**config.mk**
```make
export PLATFORM = sky130hd
export DESIGN_NAME = ir_pulse_distance_frame_encoder_core
export DESIGN_NICKNAME = d
export VERILOG_FILES = /design/src/sv/ipd_pkg.sv /design/src/sv/ipd_cfg.sv /design/src/sv/ipd_encoder.sv /design/src/sv/ir_pulse_distance_frame_encoder_core.sv
export SDC_FILE = /design/constraint.sdc
export NUM_CORES = 1
export LEC_CHECK = 0
export ABC_AREA = 1
export BUFFER_PORTS_ARGS = -buffer_cell sky130_fd_sc_hd__buf_2
export CORE_UTILIZATION = 43
export DETAILED_ROUTE_END_ITERATION = 16
export PLACE_DENSITY = 0.65
export RECOVER_POWER = 50
export SYNTH_ARGS = -nofsm -noshare
export SYNTH_HDL_FRONTEND = slang
export SYNTH_SLANG_ARGS = --single-unit
export TNS_END_PERCENT = 10
```
**constraint.sdc**
```tcl
create_clock -name clk -period 3.2 [get_ports clk]
set_clock_uncertainty 0.15 [all_clocks]
set_input_delay 0.32 -clock clk [delete_from_list [all_inputs] [get_ports clk]]
set_output_delay 0.32 -clock clk [all_outputs]
set_load 0.05 [all_outputs]
```
**src/sv/ipd_pkg.sv**
```systemverilog
package ipd_pkg;

  localparam int unsigned BITS_PER_BYTE = 8;
  localparam int unsigned WAKE_PAIRS    = 5;
  localparam int unsigned IDX_W         = 5;
  localparam int unsigned ADDR_W        = 5;

  localparam logic [2:0] REG_HDR_MARK   = 3'd0;
  localparam logic [2:0] REG_HDR_SPACE  = 3'd1;
  localparam logic [2:0] REG_ONE_MARK   = 3'd2;
  localparam logic [2:0] REG_ONE_SPACE  = 3'd3;
  localparam logic [2:0] REG_ZERO_MARK  = 3'd4;
  localparam logic [2:0] REG_ZERO_SPACE = 3'd5;

  localparam logic [15:0] RST_HDR_MARK   = 16'd3650;
  localparam logic [15:0] RST_HDR_SPACE  = 16'd1623;
  localparam logic [15:0] RST_ONE_MARK   = 16'd428;
  localparam logic [15:0] RST_ONE_SPACE  = 16'd1280;
  localparam logic [15:0] RST_ZERO_MARK  = 16'd428;
  localparam logic [15:0] RST_ZERO_SPACE = 16'd428;

  localparam logic [IDX_W-1:0] WAKE_SEGS = IDX_W'(2 * WAKE_PAIRS + 1);
  localparam logic [IDX_W-1:0] BYTE_SEGS = IDX_W'(2 * BITS_PER_BYTE);
  localparam logic [IDX_W-1:0] HDR_SEGS  = IDX_W'(2);
  localparam logic [IDX_W-1:0] TRL_POS   = HDR_SEGS + BYTE_SEGS;

  typedef struct packed {
    logic [15:0] hdr_mark;
    logic [15:0] hdr_space;
    logic [15:0] one_mark;
    logic [15:0] one_space;
    logic [15:0] zero_mark;
    logic [15:0] zero_space;
  } cfg_t;

endpackage

```
**src/sv/ipd_cfg.sv**
```systemverilog
module ipd_cfg (
  input  logic                        clk,
  input  logic                        rst,
  input  logic                        psel,
  input  logic                        penable,
  input  logic                        pwrite,
  input  logic [ipd_pkg::ADDR_W-1:0]  paddr,
  input  logic [31:0]                 pwdata,
  output logic [31:0]                 prdata,
  output logic                        pready,
  output ipd_pkg::cfg_t               cfg
);
  import ipd_pkg::*;

  logic       wr;
  logic [2:0] sel;

  assign pready = 1'b1;
  assign wr     = psel && penable && pwrite;
  assign sel    = paddr[4:2];

  always_ff @(posedge clk) begin
    if (rst) begin
      cfg.hdr_mark   <= RST_HDR_MARK;
      cfg.hdr_space  <= RST_HDR_SPACE;
      cfg.one_mark   <= RST_ONE_MARK;
      cfg.one_space  <= RST_ONE_SPACE;
      cfg.zero_mark  <= RST_ZERO_MARK;
      cfg.zero_space <= RST_ZERO_SPACE;
    end else if (wr) begin
      unique case (sel)
        REG_HDR_MARK:   cfg.hdr_mark   <= pwdata[15:0];
        REG_HDR_SPACE:  cfg.hdr_space  <= pwdata[15:0];
        REG_ONE_MARK:   cfg.one_mark   <= pwdata[15:0];
        REG_ONE_SPACE:  cfg.one_space  <= pwdata[15:0];
        REG_ZERO_MARK:  cfg.zero_mark  <= pwdata[15:0];
        REG_ZERO_SPACE: cfg.zero_space <= pwdata[15:0];
        default: ;
      endcase
    end
  end

  always_comb begin
    unique case (sel)
      REG_HDR_MARK:   prdata = {16'd0, cfg.hdr_mark};
      REG_HDR_SPACE:  prdata = {16'd0, cfg.hdr_space};
      REG_ONE_MARK:   prdata = {16'd0, cfg.one_mark};
      REG_ONE_SPACE:  prdata = {16'd0, cfg.one_space};
      REG_ZERO_MARK:  prdata = {16'd0, cfg.zero_mark};
      REG_ZERO_SPACE: prdata = {16'd0, cfg.zero_space};
      default:        prdata = 32'd0;
    endcase
  end

endmodule

```
**src/sv/ipd_encoder.sv**
```systemverilog
module ipd_encoder (
  input  logic           clk,
  input  logic           rst,
  input  ipd_pkg::cfg_t  cfg,
  input  logic           in_valid,
  output logic           in_stall,
  input  logic           func,
  input  logic [7:0]     data_byte,
  input  logic           frame_start,
  input  logic           frame_end,
  output logic           out_valid,
  input  logic           out_stall,
  output logic           level,
  output logic [15:0]    duration_us,
  output logic           last
);
  import ipd_pkg::*;

  logic             hold_valid;
  logic             hold_func;
  logic [7:0]       hold_data;
  logic             hold_start;
  logic             hold_end;
  logic [IDX_W-1:0] idx;

  logic [IDX_W-1:0] seg_cnt;
  logic [IDX_W-1:0] pos;
  logic [IDX_W-1:0] bit_pos;
  logic [2:0]       bit_sel;
  logic             seg_level;
  logic [15:0]      seg_dur;
  logic             seg_last;
  logic             load;
  logic             in_accept;

  always_comb begin
    seg_cnt = BYTE_SEGS + {3'd0, hold_start, 1'b0} + {3'd0, hold_end, 1'b0};
    if (hold_func) begin
      seg_cnt = WAKE_SEGS;
    end
  end

  assign pos     = hold_start ? idx : idx + HDR_SEGS;
  assign bit_pos = pos - HDR_SEGS;
  assign bit_sel = bit_pos[3:1];

  always_comb begin
    seg_level = ~pos[0];
    seg_dur   = cfg.zero_mark;
    if (hold_func) begin
      seg_level = idx[0];
      seg_dur   = cfg.zero_mark;
    end else if (pos < HDR_SEGS) begin
      seg_dur = pos[0] ? cfg.hdr_space : cfg.hdr_mark;
    end else if (pos < TRL_POS) begin
      if (hold_data[bit_sel]) begin
        seg_dur = pos[0] ? cfg.one_space : cfg.one_mark;
      end else begin
        seg_dur = pos[0] ? cfg.zero_space : cfg.zero_mark;
      end
    end else begin
      seg_dur = pos[0] ? cfg.zero_space : cfg.one_mark;
    end
  end

  assign seg_last  = (idx == seg_cnt - IDX_W'(1));
  assign load      = hold_valid && (!out_valid || !out_stall);
  assign in_stall  = hold_valid && !(load && seg_last);
  assign in_accept = in_valid && !in_stall;

  always_ff @(posedge clk) begin
    if (rst) begin
      hold_valid <= 1'b0;
      idx        <= '0;
    end else if (in_accept) begin
      hold_valid <= 1'b1;
      idx        <= '0;
    end else if (load) begin
      hold_valid <= !seg_last;
      idx        <= idx + IDX_W'(1);
    end
  end

  always_ff @(posedge clk) begin
    if (in_accept) begin
      hold_func  <= func;
      hold_data  <= data_byte;
      hold_start <= frame_start;
      hold_end   <= frame_end;
    end
  end

  always_ff @(posedge clk) begin
    if (rst) begin
      out_valid <= 1'b0;
    end else if (load) begin
      out_valid <= 1'b1;
    end else if (!out_stall) begin
      out_valid <= 1'b0;
    end
  end

  always_ff @(posedge clk) begin
    if (load) begin
      level       <= seg_level;
      duration_us <= seg_dur;
      last        <= seg_last;
    end
  end

  a_idx_range: assert property (@(posedge clk) disable iff (rst)
    hold_valid |-> idx < seg_cnt)
    else $error("segment index past end of item");

  a_accept_start: assert property (@(posedge clk) disable iff (rst)
    in_accept |=> hold_valid && idx == '0)
    else $error("accepted word did not start at first segment");

  a_continue: assert property (@(posedge clk) disable iff (rst)
    load && !seg_last && !in_accept |=> hold_valid)
    else $error("item dropped before its last segment");

  a_idx_hold: assert property (@(posedge clk) disable iff (rst)
    hold_valid && !load |=> $stable(idx))
    else $error("segment index moved while output stalled");

endmodule

```
**src/sv/ir_pulse_distance_frame_encoder_core.sv**
```systemverilog
// An accepted word is first held in the hold register; its first segment then loads into the output register.
// Throughput: one segment per cycle while the output is not stalled; a word has 11 (wake), 16, 18 or 20 segments,
// set by the segment counter that walks the held word through the output register.
// The next word is accepted in the cycle its final segment moves to the output.
// Reset (rst, synchronous, active high) empties both stages and restores register defaults.
module ir_pulse_distance_frame_encoder_core (
  input  logic                        clk,
  input  logic                        rst,
  input  logic                        psel,
  input  logic                        penable,
  input  logic                        pwrite,
  input  logic [ipd_pkg::ADDR_W-1:0]  paddr,
  input  logic [31:0]                 pwdata,
  output logic [31:0]                 prdata,
  output logic                        pready,
  input  logic                        in_valid,
  output logic                        in_stall,
  input  logic                        func,
  input  logic [7:0]                  data_byte,
  input  logic                        frame_start,
  input  logic                        frame_end,
  output logic                        out_valid,
  input  logic                        out_stall,
  output logic                        level,
  output logic [15:0]                 duration_us,
  output logic                        last
);
  import ipd_pkg::*;

  cfg_t cfg;

  ipd_cfg u_cfg (
    .clk     (clk),
    .rst     (rst),
    .psel    (psel),
    .penable (penable),
    .pwrite  (pwrite),
    .paddr   (paddr),
    .pwdata  (pwdata),
    .prdata  (prdata),
    .pready  (pready),
    .cfg     (cfg)
  );

  ipd_encoder u_enc (
    .clk         (clk),
    .rst         (rst),
    .cfg         (cfg),
    .in_valid    (in_valid),
    .in_stall    (in_stall),
    .func        (func),
    .data_byte   (data_byte),
    .frame_start (frame_start),
    .frame_end   (frame_end),
    .out_valid   (out_valid),
    .out_stall   (out_stall),
    .level       (level),
    .duration_us (duration_us),
    .last        (last)
  );

endmodule
```
* Word level (Yosys, flattened, before mapping)
Cells that the tools add are included.
** Storage, ports and cells
- Flip-flop bits (word level) :: 132
- Logic and storage cells :: 72
** Cells by class
- $add $sub $neg :: 6
- Magnitude comparators :: 3
- Eq/ne operators :: 7
- Multiplexer cells :: 18
- Bitwise gates (word level) :: 1
- Reduce and logical (&&, ||, !) cells :: 21
** Operators with widths (count)
- $mux W16 :: 8
- $pmux W16 S6 :: 1
- $reduce_and A2 Y1 :: 6
- $mux W5 :: 2
- $eq A3 B2 Y1 const B :: 2
- $eq A3 B3 Y1 const B :: 2
- $logic_and A1 B1 Y1 :: 6
- $mux W1 :: 6
- $add A5 B1 Y5 const B :: 1
- $add A5 B2 Y5 :: 1
- $add A5 B2 Y5 const A :: 1
- $add A5 B2 Y5 const B :: 1
- $eq A5 B5 Y1 :: 1
- $logic_not A1 Y1 :: 5
- $lt A5 B2 Y1 const B :: 1
- $lt A5 B5 Y1 const B :: 1
- $sub A5 B1 Y5 const B :: 1
- $lt A3 B4 Y1 const B :: 1
- $sub A4 B2 Y4 const B :: 1
- $bmux W1 S3 :: 1
- $eq A3 B1 Y1 const B :: 1
- $logic_not A3 Y1 :: 1
- $ne A2 B1 Y1 const B :: 1
- $reduce_bool A2 Y1 :: 1
- 3 further kinds :: 3

* Longest topological paths before layout
Gate-level depths: netlist (run 1).
- Word-level depth :: 11
- Depth in mapped cells :: 15
- Mapped depth without buffers :: 15

* Cells and area by module
Synthesis (run 1) repeated with hierarchy kept, for this count alone.
** Unflattened totals
- Cells, all modules :: 1201
- Area total of the unflattened synthesis :: 7722.4 um2
** Modules (own cells, without submodules)
- ipd_cfg :: times used 1, cells an instance 746, area each 4752.1 um2
- ipd_encoder :: times used 1, cells an instance 455, area each 2970.3 um2

* Worst setup path before layout (run 1)
OpenSTA, ideal clock, no wires.
- Kind :: register to register
- From :: register u_enc.hold_func
- To :: register u_enc.hold_data[0] (enable)
- Setup time :: 0.339 ns
- Arrival :: 2.008 ns
- Data required time :: 2.711 ns
- Slack :: 0.703 ns
- Stages on the path, launching flop included :: 12
- Clock period less this slack :: 2.497 ns
- Cell sequence :: edfxtp_1 > buf_2 > clkbuf_1 > nor2_1 > ha_1 > xor2_1 > nand2_1 > nor2_1 > nand3_1 > o21ai_0 > nand2_1 > inv_1
** On the way
- Cells in the longest elaborated chain, start to end :: 8
** Ends and longest elaborated chain
- start: declaration :: RTL line ipd_encoder.sv:20 : logic hold_func;
- start signal: assignment :: RTL line ipd_encoder.sv:86 : hold_func <= func;
- $mux W5 :: RTL line ipd_encoder.sv:38 : if (hold_func) begin
- $sub A5 B1 Y5 :: RTL line ipd_encoder.sv:66 : assign seg_last = (idx == seg_cnt - IDX_W'(1));
- $eq A5 B5 Y1 :: RTL line ipd_encoder.sv:66
- $logic_and A1 B1 Y1 :: RTL line ipd_encoder.sv:68 : assign in_stall = hold_valid && !(load && seg_last);
- $logic_not A1 Y1 :: RTL line ipd_encoder.sv:68
- $logic_and A1 B1 Y1 :: RTL line ipd_encoder.sv:68
- $logic_not A1 Y1 :: RTL line ipd_encoder.sv:69 : assign in_accept = in_valid && !in_stall;
- $logic_and A1 B1 Y1 :: RTL line ipd_encoder.sv:69
- via u_enc.in_accept :: RTL line ipd_encoder.sv:34 : logic in_accept;
- end signal: assignment :: RTL line ipd_encoder.sv:87 : hold_data <= data_byte;
- end: declaration :: RTL line ipd_encoder.sv:21 : logic [7:0] hold_data;
The timed path passes the listed nets, and every way through them passes these cells.
A chain may end at the register's enable or synchronous reset.

* Worst setup path after layout (run 1)
- From :: register u_enc.hold_start
- To :: output port in_stall
** On the way
- Cells in the longest elaborated chain, start to end :: 8
** Ends and longest elaborated chain
- start: declaration :: RTL line ipd_encoder.sv:22 : logic hold_start;
- start signal: assignment :: RTL line ipd_encoder.sv:88 : hold_start <= frame_start;
- $add A5 B2 Y5 (2 in a row) :: RTL line ipd_encoder.sv:37 : seg_cnt = BYTE_SEGS + {3'd0, hold_start, 1'b0} + {3'd0, hold_end, 1'b0};
- $mux W5 :: RTL line ipd_encoder.sv:38
- $sub A5 B1 Y5 :: RTL line ipd_encoder.sv:66
- $eq A5 B5 Y1 :: RTL line ipd_encoder.sv:66
- $logic_and A1 B1 Y1 :: RTL line ipd_encoder.sv:68
- $logic_not A1 Y1 :: RTL line ipd_encoder.sv:68
- $logic_and A1 B1 Y1 :: RTL line ipd_encoder.sv:68
- end: declaration :: RTL line ir_pulse_distance_frame_encoder_core.sv:17 : output logic in_stall,
No other way between the ends.

==> results.ini, run 1 <==
[grt]
antenna_found_initial = 0
grt_pass1_wl_mm = 33.1
grt_pass1_vias = 5986
grt_max_degree = 62
grt.overflow.total = 0
grtUsageTotal_pct = 26.7

[route]
viasPerCell = 5.34
avgRoutedWirePerCell_um = 17.1
drtAntennaViolNets = 0
routed_wl_mm = 21.4
drtIter0Drc = 641
vias = 6699
drt-pass1-iter-count = 5
drc_errors = 0

[synthesis]
synth_top_flop_cell = dfxtp_1
postSynthCellCount = 955
synth-seq-cells = 132
yosys_warnings = 0
synth-edff-count = 29
syn_area_um2 = 6880
syn_area_per_cell_um2 = 7.21
synth_sequential_area_ratio_pct = 42.6
synth_cell_type_count = 40
async_flop_share_pct = 0

[worst_setup_path]
crit_buf_inv = 2
worstPathRequired_ps = 2730
worst_path_max_delay_cell = edfxtp_1
critical_path.cell_chain = ha_1 -> nor2_1 -> ha_1 -> xor2_1 -> nand2_1 -> nor2_1 -> nand3_1 -> o21ai_0 -> inv_1 -> buf_2
cp.arrival_ps = 2480
cp_max_fo = 5
crit_type = reg2out
cp-start-kind = flip-flop
cp_slowest_stage_delay_ps = 460
critPathTopFamily = adder cells
end_kind = output pin

[timing]
min_period_ps = 2950
max_slew_margin_pct = 25.8
finalCritPeriodShare_pct = 92.1
fin_tns_setup_ps = 0
hold_violations = 0
final_max_slew_viol_count = 0
fmax_mhz = 339
worst_pin_slew_ps = 1110
setup_viol = 0
rsz0062_at_grt = no

[cells_and_area]
stdcell_count = 1254
seq_area_um2 = 2930
antennaDiodeCount = 0
drive_above_1_share_pct = 12.2
fillerInstances = 1560
multi_input_area_um2 = 3410
area_growth_pct = 17.0
num-nets-final = 1090

[min_path]
hold_path_class = in2reg

[clock_network]
cts.clk_slew.worst_paths_ps = 50
cts_tree = yes
cts.sinks = 132
clk_path_buf_depth = 2
cts_root_buf = clkbuf_16
htree_levels = 4
cts_buffers = 17
clk_latency_ps = 420

[die]
rows = 45
core_region_area_um2 = 15400
start_util_pct = 44.6
die_w_um = 129
ios = 108
die_h_um = 129
die_area_um2 = 16500

[pwr]
p_per_area_nw_per_um2 = 530
ir_worst_vdd_v = 0.000404
leakagePower_nw = 3.54

[status]
outcome = completed

[placed_design]
dp.cells = 1209
gp_congestion = 0.829
hpwl_mm = 13.2
io_buffers = 72

[flow_run]
maxCapViolCount = 0

-- path summary, 6_finish.rpt --
check | startpoint | endpoint | slack [ps] | depth (start not counted)
worst min register to register | u_cfg.cfg[72] | u_cfg.cfg[72] | 320 | 2
worst min-delay path | out_stall | u_enc.out_valid | 30 | 3
worst max register to register | u_enc.idx[1] | u_enc.duration_us[7] | 460 | 13
worst max-delay path | u_enc.hold_start | in_stall | 250 | 10
-- logic make-up (layout without fill, tap and decap cells) --
group,after synthesis,after routing,share of synthesized area [%]
other cells,2,17,0.109
flops,132,132,42.6
xor+xnor,8,8,1.13
fa+ha+maj,5,5,0.909
buf+inv,133,206,8.63
compound gates,205,205,17.0
simple gates,462,462,28.4
mux,8,8,1.16
-- synthesized netlist by cell type, types with 2 or more instances --
cell | instances | area, um2
o21ai_0 | 96 | 480
o21ai_2 | 2 | 17.5
buf_4 | 18 | 135
nand3_1 | 75 | 375
clkbuf_1 | 36 | 135
edfxtp_1 | 29 | 871
nor3_2 | 2 | 20.0
inv_2 | 8 | 30.0
a31oi_1 | 11 | 68.8
conb_1 | 2 | 7.51
nand4_1 | 2 | 12.5
buf_2 | 10 | 50.1
nor3_4 | 3 | 48.8
xor2_1 | 6 | 52.6
nor2_1 | 130 | 488
o211ai_1 | 11 | 82.6
dfxtp_1 | 103 | 2060
a21oi_1 | 49 | 245
ha_1 | 5 | 62.6
o21ai_1 | 4 | 20.0
o21a_1 | 2 | 15.0
nor2_2 | 3 | 18.8
nand3_4 | 3 | 52.6
a221oi_1 | 13 | 114
a21boi_0 | 6 | 45.0
mux2i_1 | 8 | 80.1
nand2_1 | 237 | 890
buf_6 | 2 | 22.5
nor3_1 | 2 | 10.0
inv_1 | 57 | 214
a22oi_1 | 9 | 67.6
nand2_2 | 3 | 18.8
-- power breakdown --
part	total, mW	internal, mW	switching [mW]
clock	1.83	1.15	0.689
combinational	0.652	0.166	0.486
sequential	1.78	1.76	0.0228
total	4.26	3.07	1.20
-- sequential cells by signal, indices dropped and copies added, names as in the netlist, 5 cells and up --
signal	cells
u_enc.hold_data	8
u_cfg.cfg	96
u_enc.idx	5
u_enc.duration_us	16
-- placed cells by master, fill, tap and decap left out, types with 20 or more instances in the layout --
master,count
edfxtp_1,29
nand3_1,75
buf_4,20
clkbuf_1,28
a21oi_1,49
o21ai_0,98
inv_1,57
dfxtp_1,102
buf_2,52
nor2_1,130
nand2_1,237
-- layout make-up --
| cell class | instances | share of cell area, % |
|---|---|---|
| multi-input combinational | 705 | 42.4 |
| sequential | 132 | 36.4 |
| timing repair buffer | 108 | 7.99 |
| clock buffer | 27 | 6.25 |
| tap | 211 | 3.28 |
| inverter | 66 | 3.08 |
| clock inverter | 5 | 0.621 |
-- routing by layer --
metal / track usage (%) / part of all wire (%)
met1: 38.3 / 45
met5: 0 / 0
met3: 5.16 / 9.0
met2: 40.6 / 44
met4: 7.82 / 2.0
-- metrics by stage --
| stage | setup WS, ps | hold WS, ps | total power [mW] | utilization, % | area [um2] |
|---|---|---|---|---|---|
| 2_1_floorplan | 703 | 239 | 2.28 | - | 6940 |
| 3_3_place_gp | 522 | 307 | 2.44 | 48.0 | 7400 |
| 3_5_place_dp | 476 | 311 | 2.45 | 48.0 | 7400 |
| 4_1_cts | 232 | 13.7 | 4.28 | 52.4 | 8090 |
| 5_1_grt | 33.8 | 36.1 | 4.41 | 52.2 | 8050 |
| 6_report | 254 | 28.5 | 4.26 | 52.2 | 8050 |
-- repair_timing --
action | 4_1_cts | 5_1_grt
buffers inserted | 0 | 0
endpoints found under the hold margin | 13 | 0
gates resized for setup | 0 | 0
hold buffers | 13 | 0
-- worst min-delay path, cell delays in order --
cell,delay (ps)
buf_2,90
nand2_1,70
a21oi_1,60
(Power assumes the default switching activity.)
==> run 2: changes to the inputs <==
--- a/config.mk
+++ b/config.mk
@@ -5,7 +5,6 @@
 export SDC_FILE = /design/constraint.sdc
 export NUM_CORES = 1
 export LEC_CHECK = 0
-export ABC_AREA = 1
 export BUFFER_PORTS_ARGS = -buffer_cell sky130_fd_sc_hd__buf_2
 export CORE_UTILIZATION = 43
 export DETAILED_ROUTE_END_ITERATION = 16
==> run 2 against run 1 <==
  * The flow now finishes with violations (capacitance limit, slew limit)
  * Combinational power shrank 9.2%
  * Register-to-register slack lost 140 ps
  * Critical path depth shrank 1
  * Routed wire length shrank 4.3%
  * Global-route usage shrank 1.1 points
  * Critical path type unchanged
  * Highest routed layer unchanged
==> results.ini, run 2 <==
[status]
outcome = finished with violations
violations = capacitance limit, slew limit

[grt]
grtUsageTotal_pct = 25.6
grt_max_degree = 98
grt_pass1_wl_mm = 31.6
grt.overflow.total = 0
grt_pass1_vias = 5765
antenna_found_initial = 0

[pwr]
ir_worst_vdd_v = 0.000395
p_total_mw = 4.16
leakagePower_nw = 3.08
p_per_area_nw_per_um2 = 510

[synthesis]
synthTopCellsByArea = dfxtp_1 (30%), edfxtp_1 (13%), nand2_1 (12%), a22oi_1 (7.0%), a21oi_1 (5.3%)
postSynthCellCount = 807
synth-compound-area-share_pct = 21.6
yosys-top-cells-count = nand2_1 (216), dfxtp_1 (103), a21oi_1 (73)
synth-adder-area-share_pct = 0.906
synth-edff-count = 29
syn_area_um2 = 6900
yosys.area.top_type = dfxtp_1
synth_sequential_area_ratio_pct = 42.5
synth_top_cell_area_share_pct = 29.9
async_flop_share_pct = 0
synth.mux.area_fraction_pct = 4.64
synth_cell_type_count = 45
synth_top_family_by_area = simple AND/OR/NAND/NOR gates
synth_xor_area_share_pct = 2.10
yosys.area_share.simple_pct = 22.4
syn_area_per_cell_um2 = 8.55
synth_top_flop_cell = dfxtp_1
synth-seq-cells = 132
yosysMostFrequentCell = nand2_1
yosys_warnings = 0

[cells_and_area]
largest_reg_flops = 96
layout_commonest_cell = nand2_1
num-nets-final = 941
antennaDiodeCount = 0
fin_util_pct = 52.9
seq_area_um2 = 2940
layout_common_cells = nand2_1 (216), dfxtp_1 (102), a21oi_1 (73), a22oi_1 (64), buf_2 (51)
multi_input_area_um2 = 3630
largest-register = u_cfg.cfg
fillerInstances = 1481
stdcell_count = 1105
drive_above_1_share_pct = 17.0
largest_registers = u_cfg.cfg: 96 flops, u_enc.duration_us: 16 flops, u_enc.hold_data: 8 flops
design_area_um2 = 8160
area_growth_pct = 18.2

[route]
drtIter0Drc = 571
vias = 6171
viasPerCell = 5.58
drtAntennaViolNets = 0
routed_wl_mm = 20.5
wl_met1_mm = 8.76
top_layer = met4
avgRoutedWirePerCell_um = 18.6
route.met2.wl_mm = 9.77
dr_wl_met3_mm = 1.48
drc_errors = 0
drt-pass1-iter-count = 6

[clock_network]
cts.sinks = 132
cts_tree = yes
clk_path_buf_depth = 2
htree_levels = 4
clk_latency_ps = 420
cts_buffers = 17
cts_root_buf = clkbuf_16
cts.clk_slew.worst_paths_ps = 60

[timing]
final_max_slew_viol_count = 122
worst_pin_slew_ps = 1980
finalCritPeriodShare_pct = 95.2
whs_ps = 32.6
min_period_ps = 3050
hold_violations = 0
setup_viol = 0
rsz0062_at_grt = yes
max_slew_margin_pct = -31.7
fmax_mhz = 328
fin_tns_setup_ps = 0
final.setup.worst_slack_ps = 154

[die]
ios = 108
die_h_um = 129
start_util_pct = 44.7
die_area_um2 = 16600
core_region_area_um2 = 15400
rows = 45
die_w_um = 129

[worst_setup_path]
reg2regPathDepth = 11
cp_slowest_stage_delay_ps = 490
rr_startpoint = u_enc.hold_start
crit_type = reg2out
cp.depth = 9
crit_buf_inv = 2
worst_path_max_delay_cell = edfxtp_1
critPathLaunch = u_enc.hold_start
crit_top_cell = ha_1
critical_path.cell_chain = ha_1 -> nor2_1 -> ha_1 -> xor2_1 -> and4b_1 -> o2111ai_1 -> o21ai_1 -> inv_1 -> clkbuf_4
cp_max_fo = 5
cp.arrival_ps = 2580
worstPathRequired_ps = 2730
end_kind = output pin
cp-start-kind = flip-flop
critPathTopFamily = adder cells

[min_path]
min-delay-start = pwdata[12]
hold_path_class = in2reg
holdPathStages = 3

[placed_design]
placed_area_um2 = 7440
hpwl_mm = 12.6
dp.cells = 1056
io_buffers = 72
gp_congestion = 0.801
dpl_worst_slack_ps = 63.5

[flow_run]
maxCapViolCount = 2

[run 2: changes by cell type in the layout (fill, tap and decap cells not counted), sizes merged, moves of 25 or more]
cell | before | now
o21ai | 102 | 2
nand3 | 78 | 18
nand2 | 241 | 216
a21oi | 49 | 83
a211oi | 0 | 32
a22oi | 9 | 64
nor2 | 134 | 11
inv | 65 | 3
nand3b | 0 | 29
nor2b | 0 | 33
[run 2: worst reg2reg max path, cell delays in order (launching register included)]
cell and delay [ps]:
edfxtp_1 490, ha_1 370, nor2_1 110, ha_1 170, xor2_1 170, and4b_1 210
o2111ai_1 130, o21ai_1 220, inv_1 80, nor2_1 90, nor2_1 40, dlygate4sd3_1 550
[run 2: logic make-up (layout without fill, tap and decap cells)]
logic type,Yosys count,in the layout
and+or+nand+nor,330,330
AOI/OAI and AO/OA,216,216
DFF,132,132
buffers and inverters,83,155
muxes,25,25
xor gates and xnor gates,14,14
adders and majority gates,5,5
other,2,17
[run 2: report_power, final]
| part | leakage, nW | switching (mW) | internal (mW) |
|---|---|---|---|
| registers | 1.11 | 0.0331 | 1.75 |
| clock network | 0.275 | 0.680 | 1.11 |
| logic | 1.69 | 0.401 | 0.191 |
| total | 3.08 | 1.11 | 3.05 |
[run 2: final timing paths]
| check | end | slack, ps |
|---|---|---|
| max | in_stall | 150 |
| min | u_cfg.cfg[44] | 30 |
| max reg2reg | u_enc.hold_valid | 320 |
| min reg2reg | u_cfg.cfg[61] | 320 |
[run 2: layout make-up]
type,instances,area share [%]
Clock buffer,28,6.46
Clock inverter,4,0.261
Inverter,2,0.0920
Multi-Input combinational cell,607,44.5
Sequential cell,132,36.0
Tap cell,211,3.24
Timing Repair Buffer,121,9.43
[run 2: per-layer routing]
metal | global-route usage (%) | vias to the layer above
met5 | 0 | -
met2 | 42.0 | 256
met3 | 4.82 | 43
met1 | 32.6 | 2880
li1 | - | 2992
met4 | 11.6 | 0
[run 2: timing repair]
action / CTS / global route
gates resized for setup: 0 / 2
setup buffers: 0 / 4
setup endpoints to repair: 0 / 12
hold buffers: 13 / 0
endpoints found under the hold margin: 12 / 0
